### src/hdl/assert_macros.svh
// Assertion macros used by the replacement unit RTL.
`ifndef ASSERT_MACROS_SVH
`define ASSERT_MACROS_SVH

// Same-cycle implication, disabled in reset.
`define ASSERT_SAME(lbl, clk_s, rst_s, ante, cons, msg) \
  lbl: assert property (@(posedge clk_s) disable iff (rst_s) (ante) |-> (cons)) \
    else $error(msg);

// Next-cycle implication, disabled in reset.
`define ASSERT_NEXT(lbl, clk_s, rst_s, ante, cons, msg) \
  lbl: assert property (@(posedge clk_s) disable iff (rst_s) (ante) |=> (cons)) \
    else $error(msg);

`endif

### src/hdl/arc_ram.sv
// Generic single-write, single-read RAM with registered read data.
module arc_ram #(
  parameter int W = 8,
  parameter int D = 16
) (
  input  logic                 clk,
  input  logic                 we,
  input  logic [$clog2(D)-1:0] waddr,
  input  logic [W-1:0]         wdata,
  input  logic [$clog2(D)-1:0] raddr,
  output logic [W-1:0]         rdata
);
  logic [W-1:0] mem [D];

  always_ff @(posedge clk) begin
    if (we) begin
      mem[waddr] <= wdata;
    end
    rdata <= mem[raddr];
  end
endmodule

### config.mk
export PLATFORM = sky130hd
export DESIGN_NAME = arc_ram
export DESIGN_NICKNAME = d
export VERILOG_FILES = /design/src/hdl/assert_macros.svh /design/src/hdl/arc_ram.sv
export SDC_FILE = /design/constraint.sdc
export NUM_CORES = 1
export LEC_CHECK = 0
export BUFFER_PORTS_ARGS = -buffer_cell sky130_fd_sc_hd__buf_2
export CELL_PAD_IN_SITES_DETAIL_PLACEMENT = 1
export CELL_PAD_IN_SITES_GLOBAL_PLACEMENT = 1
export CORE_MARGIN = 2
export CORE_UTILIZATION = 53
export CTS_CLUSTER_SIZE = 14
export DETAILED_ROUTE_END_ITERATION = 10
export GPL_TIMING_DRIVEN = 0
export PLACE_DENSITY = 0.89
export SYNTH_ARGS = -nofsm -noshare
export SYNTH_HDL_FRONTEND = slang
export SYNTH_SLANG_ARGS = --single-unit
### constraint.sdc
create_clock -name clk -period 2.37 [get_ports clk]
set_clock_uncertainty 0.1 [all_clocks]
set_input_delay 0.1185 -clock clk [delete_from_list [all_inputs] [get_ports clk]]
set_output_delay 0.1185 -clock clk [all_outputs]
set_load 0.01 [all_outputs]
# After elaboration in Yosys (flattened, before gate mapping)

Memories as Yosys holds them, arrays and structs flattened. A register that Yosys moved wholly into a read port is not among the register bits.
Index checks and enable logic that the tools add are counted.

Output and inout port bits: 8
Memories kept: 1
Bits in writable memories: 128
Word-level logic and storage cells: 3
Bits in registers: 0
Input bits: 18

Multiplexer cells: 2

Memories:

| name | words | width | read ports | clocked after memory_dff | write ports | line          | RTL |
|---|---|---|---|---|---|---|---|
| mem  | 16    | 8     | 1          | 1                        | 1           | arc_ram.sv:13 | `logic [W-1:0] mem [D];` |

Operators with widths:

| operator         | number |
|---|---|
| 1-bit 2-to-1 mux | 2 |

# Depth between registers and ports, before layout

Depth after elaboration: 2
Depth in mapped cells: 5
Gate-level depth less buffers: 3

# Worst setup path before layout

No wires, ideal clock.

Path type: input-to-reg
From: input port waddr[2]
To: memory mem[0][0], enable pin
Setup slack: 0.659 ns
Data arrival time: 1.228 ns
Required time: 1.887 ns
Path buffers: 0
Library setup time: 0.383 ns
Stages on the path: 2
Cells stage by stage: or3b_2 nor3_1

RTL lines:

| item        | line          | RTL |
|---|---|---|
| from (decl) | arc_ram.sv:8  | `input logic [$clog2(D)-1:0] waddr,` |
| to (decl)   | arc_ram.sv:13 |  |

No word-level cell before the write port.

==> results by group <==
Floorplan
  • Initial core utilization: 55.18%
  • DIE WIDTH: 102.6 µm
  • Top-Level Pins: 26
  • Chip height: 102.6 µm
  • Die ar.: 0.01052 mm²
  • Core ar.: 0.009328 mm²
  • Row count: 35

GRT
  • Grt ovf: 0
  • Aggregate global-route resource usage: 23.27%
  • Initial antenna violation count: 0
  • Largest net degree at the start of global routing: 17
  • Vias in the first global route: 2573
  • Global-route wire length before repair: 16380 µm

Detailed routing
  • DRT iter0 DRCs: 232
  • Final WL: 11040 µm
  • Remaining DRCs: 0
  • 1st-pass router iterations: 5
  • Vias/cell: 5.934
  • Antenna Nets Post-Route: 0
  • Vias: 2504
  • DR WL/cell: 26.15 µm

STA
  • Fmax: 0.6189 GHz
  • RSZ-0062 raised after global routing: no
  • Hold Vio Cnt, Final: 0
  • Slew HR: 14.68%
  • Slew @ Worst Pin: 1270 ps
  • Pins Over Slew Limit: 0
  • Crit path time final: 1616 ps
  • Setup violators final: 0
  • Final worst path period share: 68.18%
  • Sum Neg Setup Slack: 0 ps
  • Hold WS: 37.29 ps

Yosys
  • Netlist cell types: 19
  • Yosys reg bits: 136
  • Top-area cell type share of the netlist area: 74.67%
  • Cell count after synthesis: 229
  • EDFF count, synth: 128
  • Syn nets: 247
  • Post-synth ARST share: 0%
  • Post-synth top cells: edfxtp_1 (128), mux4_2 (18), a22oi_1 (16)
  • Most used DFF post-synth: edfxtp_1
  • Synthesized area: 0.005147 mm²
  • Most frequent cell after synthesis: edfxtp_1
  • Synth area leaders: edfxtp_1 (75%), mux4_2 (7.9%), mux4_1 (7.1%)
  • Synth warn: 0
  • Avg Inst Size Synth: 22.48 µm²
  • Synth area leader: edfxtp_1
  • Sequential-to-total area share from yosys stat: 77.78%

Clocking
  • Sink Count: 136
  • Clock slew at reported path FFs: 60 ps
  • Root buffer cell: clkbuf_8
  • CTS tree: built
  • # H-tree levels: 4
  • Cts bufs inserted: 17
  • Longest Clk Path Bufs: 2
  • Worst-Skew Late Latency: 510 ps
  • Post-CTS setup buffer count: 0

Min path
  • Worst hold start: waddr[0]
  • Hold Crit Class: primary input to flop

Setup path
  • Element type at the critical path start: flop
  • Critical Path RT: 2650 ps
  • Worst EP arrival: 1890 ps
  • Critical path class: flop to flop
  • Crit path max fanout: 1
  • Crit. Startpoint: mem[6][0]$_DFFE_PP_
  • Crit Reg-Reg Startpoint: mem[6][0]$_DFFE_PP_
  • Crit. End Element: flop

Power and ir drop
  • Peak supply drop: 0.5716 mV
  • Pwr dens: 923.7 mW/mm²
  • Final Power: 5.661 mW
  • Leakage: 2.068 nW

Finish
  • Final nets: 298
  • # diodes: 0
  • Share of cells above drive strength 1: 29.35%
  • # fillers: 749
  • Layout area overhead: 19.06%

Run
  • Max cap viols: 0

Outcome
  • Status: finished clean

Place
  • Gpl congestion: 0.7195
  • Dpl hpwl: 6856 µm
  • Port Buf Inserts: 24
## what timing repair did
action                                 4_1_cts  5_1_grt
gates resized for setup                      0        0
endpoints found under the hold margin      128        0
hold buffers                                 8        0
## per-layer routing
metal,track usage [%],part of all wire (%),up-vias
met2,37.71,53,84
met4,8.923,1.1,0
met1,31.86,41,1335
met5,0,0,-
met3,4.610,4.3,6
li1,-,-,1079
## placed cells by master (no fill, tap or decap)
cell type,Yosys,layout
buf_2,3,27
clkinvlp_4,0,2
inv_8,0,1
clkdlybuf4s25_2,3,3
mux4_2,18,18
nor3_2,0,1
nor3_1,4,3
nand2_1,9,9
a22oi_1,16,16
mux4_1,14,14
and2_1,1,1
bufinv_16,0,3
nand3_1,1,1
dfxtp_1,8,8
and2b_1,1,1
nand2b_1,2,2
buf_6,3,3
buf_4,1,1
clkinv_4,0,4
edfxtp_1,128,128
clkbuf_8,0,2
or3b_2,1,1
nand3b_1,2,2
clkbuf_16,0,16
inv_6,0,4
dlygate4sd3_1,0,8
nor2_1,13,13
nor2b_1,1,1
## cells by family after synthesis
| kind of cell | count (synthesis) | share of synthesized area (%) |
|---|---|---|
| AOI/OAI and AO/OA | 16 | 2.334 |
| buffers and inverters | 10 | 1.677 |
| DFF | 136 | 77.78 |
| muxes | 32 | 15.02 |
| and+or+nand+nor | 35 | 3.184 |
## worst max-delay path, stage by stage (launching register included)
cell	delay [ps]
edfxtp_1	370
mux4_1	570
a22oi_1	330
nand2_1	120
## state kept, by name (all words and copies together) (netlist names)
register / flops
rdata: 8
mem: 128
## where the power goes
part | internal (mW) | leakage (nW) | switching (mW)
combinational | 0.116 | 0.549 | 0.164
sequential | 2.69 | 1.22 | 0.0147
clock | 1.66 | 0.295 | 1.02
total | 4.46 | 2.07 | 1.20
## through the flow
step	cells	area, µm²	setup slack, ps	utilization, %
after global placement	382	5429	127.0	58.20
final	422	6128	754.1	65.70
after global routing	422	6128	773.4	65.70
after CTS	422	6123	549.6	65.65
after detailed placement	382	5429	39.12	58.20
after floorplan	229	5147	658.6	-
## layout make-up
class	instances	area [µm²]	area share [%]
timing repair buffer	32	200.2	3.267
clock buffer	18	427.9	6.982
clock inverter	14	186.4	3.042
sequential	136	4004	65.33
tap	129	161.4	2.634
multi-input combinational	83	1062	17.33
buffer	10	86.33	1.409
## worst paths after layout
check / to / slack [ps] / depth (start not counted)
min reg2reg: rdata[1]$_DFF_P_ / 590 / 3
max: rdata[0]$_DFF_P_ / 750 / 3
min: mem[0][4]$_DFFE_PP_ / 40 / 2
max reg2reg: rdata[0]$_DFF_P_ / 750 / 3
Note: power is estimated with default switching activity, not from simulation.
