File: config.mk
export PLATFORM = sky130hd
export DESIGN_NAME = arc_div
export DESIGN_NICKNAME = d
export VERILOG_FILES = /design/src/hdl/assert_macros.svh /design/src/hdl/arc_div.sv
export SDC_FILE = /design/constraint.sdc
export NUM_CORES = 1
export LEC_CHECK = 0
export BUFFER_PORTS_ARGS = -buffer_cell sky130_fd_sc_hd__buf_2
export CORE_AREA = 3 3 98 81
export DETAILED_ROUTE_END_ITERATION = 10
export DIE_AREA = 0 0 101 84
export PLACE_DENSITY = 0.74
export SLEW_MARGIN = 20
export SYNTH_ARGS = -nofsm -noshare
export SYNTH_HDL_FRONTEND = slang
export SYNTH_SLANG_ARGS = --single-unit
File: constraint.sdc
create_clock -name clk -period 6.05 [get_ports clk]
set_clock_uncertainty 0.05 [all_clocks]
set_input_delay 0 -clock clk [delete_from_list [all_inputs] [get_ports clk]]
set_output_delay 0 -clock clk [all_outputs]
set_load 0.05 [all_outputs]
File: src/hdl/assert_macros.svh
// Assertion macros used by the replacement unit RTL.
`ifndef ASSERT_MACROS_SVH
`define ASSERT_MACROS_SVH

// Same-cycle implication, disabled in reset.
`define ASSERT_SAME(lbl, clk_s, rst_s, ante, cons, msg) \
  lbl: assert property (@(posedge clk_s) disable iff (rst_s) (ante) |-> (cons)) \
    else $error(msg);

// Next-cycle implication, disabled in reset.
`define ASSERT_NEXT(lbl, clk_s, rst_s, ante, cons, msg) \
  lbl: assert property (@(posedge clk_s) disable iff (rst_s) (ante) |=> (cons)) \
    else $error(msg);

`endif

File: src/hdl/arc_div.sv
// Serial restoring divider, one quotient bit per cycle.
module arc_div #(
  parameter int NW = 29,
  parameter int DW = 13
) (
  input  logic          clk,
  input  logic          rst,
  input  logic          start,
  input  logic [NW-1:0] num,
  input  logic [DW-1:0] den,
  output logic          done,
  output logic [NW-1:0] quot
);
  localparam int CNTW = $clog2(NW + 1);

  logic [DW:0]     rem;
  logic [DW-1:0]   dsr;
  logic [CNTW-1:0] cnt;
  logic            busy;
  logic [DW:0]     rem_sh;
  logic [DW:0]     rem_sub;
  logic            ge;

  assign rem_sh  = {rem[DW-1:0], quot[NW-1]};
  assign ge      = rem_sh >= {1'b0, dsr};
  assign rem_sub = rem_sh - {1'b0, dsr};

  always_ff @(posedge clk) begin
    if (rst) begin
      busy <= 1'b0;
      done <= 1'b0;
      cnt  <= '0;
    end else begin
      done <= 1'b0;
      if (start) begin
        busy <= 1'b1;
        cnt  <= '0;
      end else if (busy) begin
        cnt <= cnt + 1'b1;
        if (cnt == CNTW'(NW - 1)) begin
          busy <= 1'b0;
          done <= 1'b1;
        end
      end
    end
  end

  always_ff @(posedge clk) begin
    if (start) begin
      rem  <= '0;
      dsr  <= den;
      quot <= num;
    end else if (busy) begin
      rem  <= ge ? rem_sub : rem_sh;
      quot <= {quot[NW-2:0], ge};
    end
  end
endmodule

# Word-level counts from Yosys, hierarchy flattened

Index checks and enable logic that the tools add are counted.

Register bits: 62
Bits of input ports: 45
Output and inout port bits: 30
Word-level logic and storage cells: 21

Add/subtract/negate cells: 2
Order comparisons: 1
Equality and inequality tests: 1
Multiplexer cells: 7
Bitwise operators: 1
Reductions and logical operators: 3

Operators with widths:

| kind                  | count |
|---|---|
| $mux W29              | 2 |
| $ge A14 B13 Y1        | 1 |
| $mux W13              | 1 |
| $sub A13 B13 Y13      | 1 |
| $add A5 B1 Y5 const B | 1 |
| $eq A5 B5 Y1 const B  | 1 |
| $mux W1               | 4 |
| $reduce_or A3 Y1      | 1 |
| $reduce_bool A2 Y1    | 1 |
| $reduce_or A2 Y1      | 1 |
| $not A1 Y1            | 1 |

# Longest topological paths before layout

Gate-level depths: netlist of the first run.

Depth in word-level cells: 4
Gate-level depth with buffers: 11
Gate-level depth less buffers: 10

# Least setup slack after synthesis of the first run

Ideal clock, no wire load.

Kind: reg-to-reg
Start: reg quot[28]
End: reg quot[0], data pin
Library setup time: 260 ps
Arrival time: 2348 ps
Required time: 5740 ps
Slack: 3392 ps
Stages on the path, launching flop included: 12
Path buffers: 1
Period minus slack after synthesis: 2658 ps
Path through: edfxtp_1 -> inv_1 -> ha_1 -> inv_1 -> fa_1 -> a21oi_2 -> o221ai_4 -> nand2_2 -> a21o_1 -> buf_6 -> nand2_4 -> mux2_2

Word-level cells in the longest chain between the ends: 3

RTL lines:

| element                  | line          | text |
|---|---|---|
| start: declaration       | arc_div.sv:12 | `output logic [NW-1:0] quot` |
| start signal: assignment | arc_div.sv:52 | `quot <= num;` |
| start signal: assignment | arc_div.sv:55 | `quot <= {quot[NW-2:0], ge};` |
| $ge A14 B13 Y1           | arc_div.sv:25 | `assign ge = rem_sh >= {1'b0, dsr};` |
| $mux W29                 | arc_div.sv:53 | `end else if (busy) begin` |
| $mux W29                 | arc_div.sv:49 | `if (start) begin` |

No other way between the ends. The select of a mux whose other input is x is not followed.
A chain may end at the register's enable or synchronous reset.

# Worst setup path in the final report of the first run

Ends and elaborated chain as after synthesis.

==> summary.md, run 1 <==
| Metric | Value |
|---|---|
| Status | `finished, final reports clean` |
| Num Clock Sinks | `62` |
| P_leak | `approximately 1.8 nW` |
| Number of warnings printed during yosys synthesis | `0` |
| Max Freq | `roughly 360 MHz` |
| Max Buffers Root-to-Sink | `2` |
| DRC Markers | `0` |
| Number of flip-flops and latches in the synthesized netlist | `slightly above 60` |
| Depth of the worst register-to-register path | `10` |
| First-pass iteration count of the detailed router | `5` |
| Worst slew slack as a fraction of its limit | `32.5%` |
| Final HPWL DP | `approximately 5100 microns` |
| Clock-pin transition on the worst setup and hold timing paths | `about 0.08 ns` |
| Hold Violations, Final | `0` |
| Count of filler cells inserted in the layout | `approximately 550` |
| Endpoint of the most critical register-to-register path | `quot[0]` |
| Clock buffers created by TritonCTS | `9` |
| Portion of the clock cycle consumed by the worst path in the final layout | `roughly 45%` |
| Critical Path Source | `quot[28]` |
| Critical path endpoint category | `flip-flop` |
| Power density over the cells | `~290 nW/um^2` |
| Clock tree from TritonCTS | `done` |
| Core area | `~7000 sq um` |
| Detail-routed via count per cell | `5.47` |
| Sequential cell area | `about 1700 sq um` |
| Most frequent cells in the layout | `buf_2 (74), dlygate4sd3_1 (43), edfxtp_1 (42)` |
| Aggregate routed wire length | `between 8000 and 9000 microns` |
| Leading cell type in the layout, fill and taps excluded | `buf_2` |
| Synth Net Count | `approximately 350` |
| Number of I/O port buffers | `74` |
| Crit path DAT | `around 2.8 ns` |
| Detailed router's first-iteration violation count | `219` |
| CP Class | `flip-flop to flip-flop` |
| Final slew viol count | `0` |
| Reg2reg start | `quot[28]` |
| Number of rows created at floorplan | `27` |
| Growth of design area from synthesis to finish | `32.1%` |
| Summed instance area of the synthesized netlist | `around 3300 sq um` |
| Area of the multi-input gates | `approximately 1500 sq um` |
| Largest fanout of any net on the critical path | `10` |
| Fraction of final layout cells with drive strength greater than 1 | `about 33%` |
| Latest clock arrival within the worst-skew pair | `between 0.3 and 0.4 ns` |
| Final total negative setup slack | `0 ns` |
| Worst Max-Slew Pin Slew | `approximately 1.0 ns` |
| Total overflow reported by the global router | `0` |
| First-pass GRT wire length | `around 13000 microns` |
| Flop2flop setup slack | `3.30 ns` |
| Data required time of the critical path | `6.10 ns` |
| Placer's final routability congestion estimate | `just under 0.9` |
| Final design utilization | `between 60 and 70%` |
| Unrepaired setup endpoints after global routing | `false` |
| I/O Pins | `between 70 and 80` |
| Count of buffers added by post-CTS timing repair for setup | `0` |
| Final net count | `between 400 and 500` |
| Worst supply voltage drop on vdd | `about 160 uV` |
| Start point of the worst hold path | `start` |
| DIE WIDTH | `101 microns` |
| Die boundary height | `84 microns` |
| Mean cell area of the mapped netlist | `11.4 sq um` |
| Part of the Yosys area used for sequential elements | `between 40% and 50%` |
| Root Buffer Master | `clkbuf_8` |
| Starting density of the core | `a little under half` |
| Number of global-route vias before repair | `about 2700` |
| Final critical path time including I/O delays and setup | `about 2.7 ns` |
| Via Count | `2737` |
| Class of the tightest hold or removal check | `input port to flip-flop` |
| Post-synth ARST share | `0%` |
| Worst Hold Margin | `roughly 0.27 ns` |
| Average wire length per cell after detail routing | `between 15 and 20 microns` |
| Largest net degree at the start of global routing | `between 50 and 60` |
| Antenna violations before repair | `0` |
| H-tree depth reported by CTS | `3` |
| Total die area | `~8500 sq um` |
| Post-synthesis instance total | `a little under 300` |
| Yosys cell types | `between 60 and 70` |
| Ant. Diodes | `0` |
| End point of the critical path | `quot[0]` |
| Count of maximum capacitance violations | `0` |
| Overall routing resource usage | `20.0%` |
| Startpoint kind of the worst setup timing path | `flip-flop` |
| Post-synth EDFFs | `between 40 and 50` |
| Final count of negative-setup-slack endpoints | `0` |
| Main flop type after synthesis | `edfxtp_1` |
| Number of nets with antenna violations after routing | `0` |
==> worst min-delay path by stage <==
stage	cells after the start	to	slack, ns
after global routing	2	dsr[6]	0.29
after detailed placement	2	busy	0.12
after floorplan	1	busy	0.02
after global placement	1	dsr[7]	0.13
final	2	dsr[10]	0.27
after CTS	2	dsr[6]	0.27
==> critical path: stages (launching register included) <==
cell and delay (ns):
edfxtp_1 0.43, inv_1 0.08, ha_1 0.16, inv_1 0.06
fa_1 0.41, a21oi_2 0.24, o221ai_4 0.18, nand2_2 0.10
a21o_1 0.36, nand2_4 0.13, mux2_2 0.29
==> power by group <==
group / total (mW) / switching [mW] / internal, mW
Sequential: 0.526 / 0.0281 / 0.498
Clock: 0.409 / 0.175 / 0.234
Combinational: 0.336 / 0.211 / 0.125
==> metrics by stage <==
step,power [mW],setup WS [ns],instances,instance area [sq um]
after floorplan,0.767,3.39,293,3330
after global placement,0.836,3.19,441,3750
after detailed placement,0.842,3.07,441,3750
after CTS,1.27,3.11,500,4400
after global routing,1.33,3.18,500,4400
final,1.27,3.30,500,4400
==> area by class of cell <==
type	count	share of cell area, %
Sequential cell	62	37.7
Timing Repair Buffer	118	18.4
Tap cell	87	2.47
Inverter	25	2.13
Clock inverter	7	2.19
Multi-Input combinational cell	192	34.3
Clock buffer	9	2.81
==> Yosys cell counts, types with 2 or more instances <==
cell type / count / area share, %
clkbuf_1: 5 / 0.56
buf_4: 2 / 0.45
ha_1: 15 / 5.6
nor2_1: 20 / 2.3
buf_1: 4 / 0.45
nor4_1: 6 / 1.1
nand2_1: 11 / 1.2
nor2b_1: 2 / 0.38
and2_1: 2 / 0.38
o21ai_1: 2 / 0.30
o21ai_0: 14 / 2.1
inv_1: 23 / 2.6
nand4_1: 4 / 0.75
buf_2: 2 / 0.30
xnor2_1: 4 / 1.1
nand3b_1: 2 / 0.45
a21oi_2: 4 / 1.1
o2111ai_1: 3 / 0.79
a221oi_1: 2 / 0.53
nand3_1: 13 / 2.0
a21o_1: 4 / 0.90
dfxtp_1: 20 / 12
edfxtp_1: 42 / 38
xor2_1: 7 / 1.8
a311oi_1: 8 / 2.1
mux2_2: 29 / 9.8
a21oi_1: 8 / 1.2
==> timing repair <==
item	in CTS	in global routing
gates resized for setup	0	0
hold buffers	43	0
endpoints found under the hold margin	49	0
==> flip-flops by register name (all words and copies together) (netlist names) <==
signal,count
quot,29
dsr,13
rem,13
cnt,5
busy,1
done,1
==> per-layer routing <==
| metal | global-route usage (%) | vias up | wire length, microns |
|---|---|---|---|
| met3 | 7.10 | 20 | 624 |
| met5 | 0 | - | 0 |
| met4 | 4.71 | 0 | 136 |
| li1 | - | 1333 | - |
| met2 | 32.0 | 107 | 3910 |
| met1 | 25.7 | 1277 | 3490 |
==> logic make-up after synthesis <==
family | synth area share (%)
buffers and inverters | 4.92
muxes | 10.1
AOI/OAI and AO/OA | 15.4
DFF | 49.9
adders and majority gates | 6.23
xor gates and xnor gates | 2.89
and+or+nand+nor | 10.6
No activity file was read; power rests on OpenSTA's default activity.
==> run 2: changes to the inputs <==
--- a/config.mk
+++ b/config.mk
@@ -5,10 +5,11 @@
 export SDC_FILE = /design/constraint.sdc
 export NUM_CORES = 1
 export LEC_CHECK = 0
+export ABC_AREA = 1
 export BUFFER_PORTS_ARGS = -buffer_cell sky130_fd_sc_hd__buf_2
-export CORE_AREA = 3 3 98 81
+export CORE_AREA = 3 3 100 83
 export DETAILED_ROUTE_END_ITERATION = 10
-export DIE_AREA = 0 0 101 84
+export DIE_AREA = 0 0 103 86
 export PLACE_DENSITY = 0.74
 export SLEW_MARGIN = 20
 export SYNTH_ARGS = -nofsm -noshare
==> constraint.sdc (replaced) <==
create_clock -name clk -period 2.6 [get_ports clk]
set_clock_uncertainty 0.05 [all_clocks]
set_input_delay 0 -clock clk [delete_from_list [all_inputs] [get_ports clk]]
set_output_delay 0 -clock clk [all_outputs]
set_load 0.05 [all_outputs]
==> summary.md, run 2 <==
| Metric | Value |
|---|---|
| Power density over the cells | `roughly 580 nW/um^2` |
| Slowest Stage Delay on Critical Path | `0.43 ns` |
| Post-synth top area cell | `edfxtp_1` |
| Number of warnings printed during yosys synthesis | `0` |
| Detailed router's first-iteration violation count | `roughly 250` |
| Root Buffer Master | `clkbuf_8` |
| Aggregate routed wire length | `between 8000 and 9000 microns` |
| Worst supply voltage drop on vdd | `~370 uV` |
| Flop2flop setup slack | `0.27 ns` |
| Post-synth top area share | `between 30% and 40%` |
| Most numerous cell in the Yosys netlist | `nand2_1` |
| Count of filler cells inserted in the layout | `~620` |
| Max Freq | `between 400 and 500 MHz` |
| Share of synthesized cell area in full adder, half adder and majority cells | `under 10%` |
| Compound-Gate Fraction of Synth Area | `approximately 3.0%` |
| Die boundary height | `~86 microns` |
| Buf+Inv Stages, Crit Path | `2` |
| Number of flip-flops and latches in the synthesized netlist | `just over 60` |
| Clock-pin transition on the worst setup and hold timing paths | `0.07 ns` |
| Final net count | `about 620` |
| Ordered cell list for the critical path | `inv_1 > ha_1 > inv_1 > fa_1 > nand2_1 > nand2_1 > nand3_1 > nand2_1 > nand2_4 > nand3_4 > nand2_1 > nand2_1` |
| Number of I/O port buffers | `74` |
| Resize count post-CTS | `0` |
| Class of the tightest hold or removal check | `input port to flip-flop` |
| Most frequent cell on the critical path | `nand2_1` |
| Final total negative setup slack | `0 ns` |
| Number of nets with antenna violations after routing | `0` |
| M2 GR Usage | `between 30% and 40%` |
| DIE WIDTH | `around 100 microns` |
| Num Clock Sinks | `62` |
| Count of maximum capacitance violations | `0` |
| Average wire length per cell after detail routing | `between 10 and 15 microns` |
| Growth of design area from synthesis to finish | `30.6%` |
| Top post-synthesis cells by count | `nand2_1 (175), inv_1 (68), edfxtp_1 (42)` |
| Total overflow reported by the global router | `0` |
| Max Buffers Root-to-Sink | `2` |
| Final critical path time including I/O delays and setup | `2.33 ns` |
| Fin area | `roughly 4600 sq um` |
| Fraction of met3 tracks used by global routing | `around 4.5%` |
| Detail-routed via count per cell | `between 4 and 5` |
| Largest net degree at the start of global routing | `31` |
| Overall routing resource usage | `21.0%` |
| Final HPWL DP | `approximately 5900 microns` |
| Final design utilization | `a little over three fifths` |
| Crit path DAT | `around 2.4 ns` |
| Flip-flop count of the largest register after layout | `29` |
| Leading registers by flop count | `quot: 29 flops, dsr: 13 flops, rem: 13 flops` |
| Register containing the most flip-flops in the final layout | `quot` |
| Portion of the clock cycle consumed by the worst path in the final layout | `roughly nine tenths` |
| Mean cell area of the mapped netlist | `7.99 sq um` |
| Number of rows created at floorplan | `28` |
| Synth Net Count | `~500` |
| Ranking of synthesized cells by area | `edfxtp_1 (36%), nand2_1 (19%), dfxtp_1 (11%)` |
| Most frequent cells in the layout | `nand2_1 (175), buf_2 (74), inv_1 (68)` |
| Clock buffers created by TritonCTS | `9` |
| Simple-gate portion of the synthesized area | `32.9%` |
| Core area | `approximately 7400 sq um` |
| Master of the slowest instance on the critical path | `fa_1` |
| I/O Pins | `75` |
| Largest fanout of any net on the critical path | `15` |
| Final count of negative-setup-slack endpoints | `0` |
| Proportion of synthesized area in mux cells | `0%` |
| Fraction of final layout cells with drive strength greater than 1 | `20.1%` |
| Leading cell type in the layout, fill and taps excluded | `nand2_1` |
| Summed instance area of the synthesized netlist | `approximately 3500 sq um` |
| Post-synth ARST share | `0%` |
| Unrepaired setup endpoints after global routing | `false` |
| First-pass GRT wire length | `14400 microns` |
| Status | `finished, final reports clean` |
| Clock tree from TritonCTS | `done` |
| Post-synth EDFFs | `42` |
| Main flop type after synthesis | `edfxtp_1` |
| Startpoint kind of the worst setup timing path | `flip-flop` |
| Starting density of the core | `a little under half` |
| Post-synthesis instance total | `~440` |
| Post-placement cell area | `3950 sq um` |
| Worst slew slack as a fraction of its limit | `around two fifths` |
| Final slew viol count | `0` |
| Critical path endpoint category | `flip-flop` |
| Part of the Yosys area used for sequential elements | `a little under half` |
| Total power | `2.65 mW` |
| Most utilized layer in the global route result | `met2` |
| Ant. Diodes | `0` |
| Data required time of the critical path | `~2.7 ns` |
| Hold Violations, Final | `0` |
| DRC Markers | `0` |
| Placer's final routability congestion estimate | `around 0.91` |
| Latest clock arrival within the worst-skew pair | `0.34 ns` |
| Antenna violations before repair | `0` |
| Worst Max-Slew Pin Slew | `just under 0.9 ns` |
| Number of global-route vias before repair | `between 3000 and 4000` |
| Met1 routing resource usage after global routing | `about 28%` |
| P_leak | `roughly 2.3 nW` |
| XOR/XNOR Fraction of Synth Area | `roughly 1.2%` |
| CP Class | `flip-flop to flip-flop` |
| H-tree depth reported by CTS | `3` |
| Total die area | `around 9000 sq um` |
| Via Count | `roughly 3200` |
| Kind of cell adding the most delay to the critical path | `simple AND/OR/NAND/NOR gates` |
| Yosys cell types | `35` |
| Dominant combinational cell family by area after synthesis | `simple AND/OR/NAND/NOR gates` |
| First-pass iteration count of the detailed router | `7` |
[run 2: stage by stage]
stage | setup slack (ns) | hold WS [ns] | std cells
after floorplan | 0.224 | 0.0191 | 441
after global placement | 0.328 | 0.116 | 594
after detailed placement | 0.271 | 0.128 | 594
after CTS | 0.277 | 0.146 | 653
after global routing | 0.0864 | 0.175 | 653
final | 0.266 | 0.155 | 653
[run 2: final timing paths]
path,startpoint,end,cells past startpoint
max,quot[28],quot[0],12
min,start,dsr[11],1
max reg2reg,quot[28],quot[0],12
min reg2reg,rem[8],rem[8],2
[run 2: cell type report]
class	count	area (sq um)	share of cell area, %
Timing Repair Buffer	121	831	18.1
Inverter	69	259	5.63
Clock buffer	13	149	3.24
Tap cell	90	113	2.45
Sequential cell	62	1660	36.1
Multi-Input combinational cell	295	1520	33.0
Clock inverter	3	67.6	1.47
[run 2: timing repair]
action / CTS / global route
hold buffers: 43 / 0
setup buffers: 0 / 0
endpoints found under the hold margin: 48 / 0
[run 2: report_power, final]
part           internal (mW)  total [mW]  switching (mW)
clock                  0.567       0.936           0.369
combinational          0.171       0.539           0.367
sequential              1.14        1.17          0.0370
[run 2: cell families after synthesis]
logic type,Yosys count
compound gates,17
buf+inv,84
flops,62
fa+ha+maj,16
xor+xnor,5
simple gates,257
[run 2: metal layers]
| metal | routed length, microns | share of wire [%] |
|---|---|---|
| met1 | 3890 | 44 |
| met2 | 4410 | 49 |
| met3 | 501 | 5.6 |
| met4 | 119 | 1.3 |
| met5 | 0 | 0 |
==> run 3: changes to the inputs <==
--- a/config.mk
+++ b/config.mk
@@ -7,10 +7,10 @@
 export LEC_CHECK = 0
 export ABC_AREA = 1
 export BUFFER_PORTS_ARGS = -buffer_cell sky130_fd_sc_hd__buf_2
-export CORE_AREA = 3 3 100 83
+export CORE_AREA = 3 3 137 113
 export DETAILED_ROUTE_END_ITERATION = 10
-export DIE_AREA = 0 0 103 86
-export PLACE_DENSITY = 0.74
+export DIE_AREA = 0 0 140 116
+export PLACE_DENSITY = 0.45
 export SLEW_MARGIN = 20
 export SYNTH_ARGS = -nofsm -noshare
 export SYNTH_HDL_FRONTEND = slang
==> summary.md, run 3 (synthesis results as in run 2) <==
| Metric | Value |
|---|---|
| P_leak | `roughly 2.4 nW` |
| Starting density of the core | `roughly 25%` |
| Ant. Diodes | `0` |
| Via Count | `around 3100` |
| Reg2reg start | `quot[28]` |
| Root Buffer Master | `clkbuf_16` |
| Final critical path time including I/O delays and setup | `around 2.2 ns` |
| Count of buffers added by post-CTS timing repair for setup | `0` |
| Buf+Inv Stages, Crit Path | `2` |
| Critical path endpoint category | `flip-flop` |
| Count of maximum capacitance violations | `0` |
| Startpoint kind of the worst setup timing path | `flip-flop` |
| Average wire length per cell after detail routing | `12.2 microns` |
| Register containing the most flip-flops in the final layout | `quot` |
| Die boundary height | `116 microns` |
| Latest clock arrival within the worst-skew pair | `~0.33 ns` |
| Cell count of the worst hold path | `1` |
| Endpoint of the most critical register-to-register path | `quot[0]` |
| CP Class | `flip-flop to flip-flop` |
| Flip-flop count of the largest register after layout | `29` |
| Most frequent cell on the critical path | `nand2_1` |
| Start point of the worst hold path | `start` |
| Crit path DAT | `approximately 2.3 ns` |
| Final net count | `around 620` |
| Growth of design area from synthesis to finish | `36.7%` |
| Largest fanout of any net on the critical path | `15` |
| Final count of negative-setup-slack endpoints | `0` |
| Aggregate routed wire length | `9110 microns` |
| Largest net degree at the start of global routing | `37` |
| Core area | `14200 sq um` |
| Switching share of power | `29.5%` |
| Number of global-route vias before repair | `approximately 3100` |
| Resize count post-CTS | `0` |
| Max Freq | `approximately 440 MHz` |
| Worst Max-Slew Pin Slew | `about 0.93 ns` |
| Master of the slowest instance on the critical path | `fa_1` |
| Total internal power | `about 2.1 mW` |
| Antenna violations before repair | `0` |
| Hold buffer count at cts | `43` |
| End point of the most critical hold path | `dsr[11]` |
| Ordered cell list for the critical path | `inv_1 > ha_1 > inv_1 > fa_1 > nand2_1 > nand2_1 > nand3_1 > nand2_1 > nand2_4 > nand3_4 > nand2_1 > nand2_1` |
| Clock-pin transition on the worst setup and hold timing paths | `0.06 ns` |
| Power density over the cells | `roughly 600 nW/um^2` |
| Number of rows created at floorplan | `39` |
| Post-Place Worst Slack | `between 0.3 and 0.4 ns` |
| Portion of the clock cycle consumed by the worst path in the final layout | `86.5%` |
| Slowest Stage Delay on Critical Path | `roughly 0.44 ns` |
| Hold Violations, Final | `0` |
| Most frequent cells in the layout | `nand2_1 (175), buf_2 (74), inv_1 (68)` |
| Reg power frac | `40.2%` |
| H-tree depth reported by CTS | `3` |
| Total power | `2.91 mW` |
| Clock share of power | `between 40% and 50%` |
| Detail-routed via count per cell | `roughly 4.2` |
| Detailed router's first-iteration violation count | `roughly 200` |
| Total overflow reported by the global router | `0` |
| Clock buffers created by TritonCTS | `9` |
| Number of I/O port buffers | `between 70 and 80` |
| I/O Pins | `75` |
| First-pass iteration count of the detailed router | `4` |
| Leading cell type in the layout, fill and taps excluded | `nand2_1` |
| Leading registers by flop count | `quot: 29 flops, dsr: 13 flops, rem: 13 flops` |
| Share of power burned in combinational logic | `a little under a fifth` |
| Overall routing resource usage | `between 10% and 20%` |
| Kind of cell adding the most delay to the critical path | `simple AND/OR/NAND/NOR gates` |
| Setup WS post-layout | `roughly 0.35 ns` |
| DIE WIDTH | `140 microns` |
| DRC Markers | `0` |
| Unrepaired setup endpoints after global routing | `false` |
| Status | `finished, final reports clean` |
| Depth of the worst register-to-register path | `12` |
| Clock tree from TritonCTS | `done` |
| Fraction of final layout cells with drive strength greater than 1 | `a little over a fifth` |
| Num Clock Sinks | `62` |
| Placer's final routability congestion estimate | `slightly below 0.9` |
| Worst supply voltage drop on vdd | `between 300 and 400 uV` |
| Total die area | `approximately 16000 sq um` |
| First-pass GRT wire length | `roughly 15000 microns` |
| Number of nets with antenna violations after routing | `0` |
| Max Buffers Root-to-Sink | `2` |
| Final HPWL DP | `about 6400 microns` |
| Worst slew slack as a fraction of its limit | `between 30% and 40%` |
| Switching component of the power | `between 0.8 and 0.9 mW` |
| Class of the tightest hold or removal check | `input port to flip-flop` |
| Data required time of the critical path | `approximately 2.6 ns` |
| Final slew viol count | `0` |
| Final total negative setup slack | `0 ns` |
| Flop2flop setup slack | `~0.35 ns` |
==> run 3: changes by cell type in the layout (fill, tap and decap cells not counted), sizes merged <==
cell,delta
inv,+1
clkbuf,-4
clkinv,+4
bufinv,-1
buf,+2
==> run 3: power by group through the flow <==
stage	clock network, mW	registers (mW)	logic, mW
2_1_floorplan	0	1.35	0.187
3_3_place_gp	0	1.19	0.489
3_5_place_dp	0	1.19	0.489
4_1_cts	1.25	1.17	0.541
5_1_grt	1.30	1.18	0.590
6_report	1.21	1.17	0.534
==> run 3: metrics by stage <==
step	instances	area (sq um)	utilization [%]	hold slack [ns]
6_report	749	4810	34.0	0.0434
5_1_grt	749	4810	34.0	0.0490
4_1_cts	749	4810	34.0	0.0465
3_5_place_dp	690	4080	28.9	0.120
3_3_place_gp	690	4080	28.9	0.122
2_1_floorplan	441	3520	-	0.0191
==> run 3: worst reg2reg max path, cell delays in order, from the launching register on <==
cell and delay [ns]:
edfxtp_1 0.38, inv_1 0.08, ha_1 0.14, inv_1 0.07, fa_1 0.44, nand2_1 0.09
nand2_1 0.07, nand3_1 0.08, nand2_1 0.12, nand2_4 0.10, nand3_4 0.21, nand2_1 0.12
nand2_1 0.06
==> run 3: layer usage <==
layer | wire length (microns) | track usage, %
met5 | 0 | 0
met4 | 76 | 3.42
met3 | 521 | 3.59
met2 | 4000 | 17.9
met1 | 4510 | 16.1
==> run 3: cell type report <==
type / instances / area (sq um)
Inverter: 69 / 259
Sequential cell: 62 / 1660
Multi-Input combinational cell: 295 / 1520
Fill cell: 1502 / 9340
Timing Repair Buffer: 123 / 846
Clock inverter: 7 / 73.8
Clock buffer: 9 / 225
Tap cell: 184 / 230
==> run 3: how the worst max path moves through the flow <==
stage	start	end	slack, ns	depth (start not counted)
floorplan	quot[28]	quot[0]	0.22	13
global placement	quot[28]	quot[0]	0.40	12
detailed placement	quot[28]	quot[0]	0.33	12
CTS	quot[28]	quot[0]	0.34	12
global route	quot[28]	quot[0]	0.17	12
finish	quot[28]	quot[0]	0.35	12
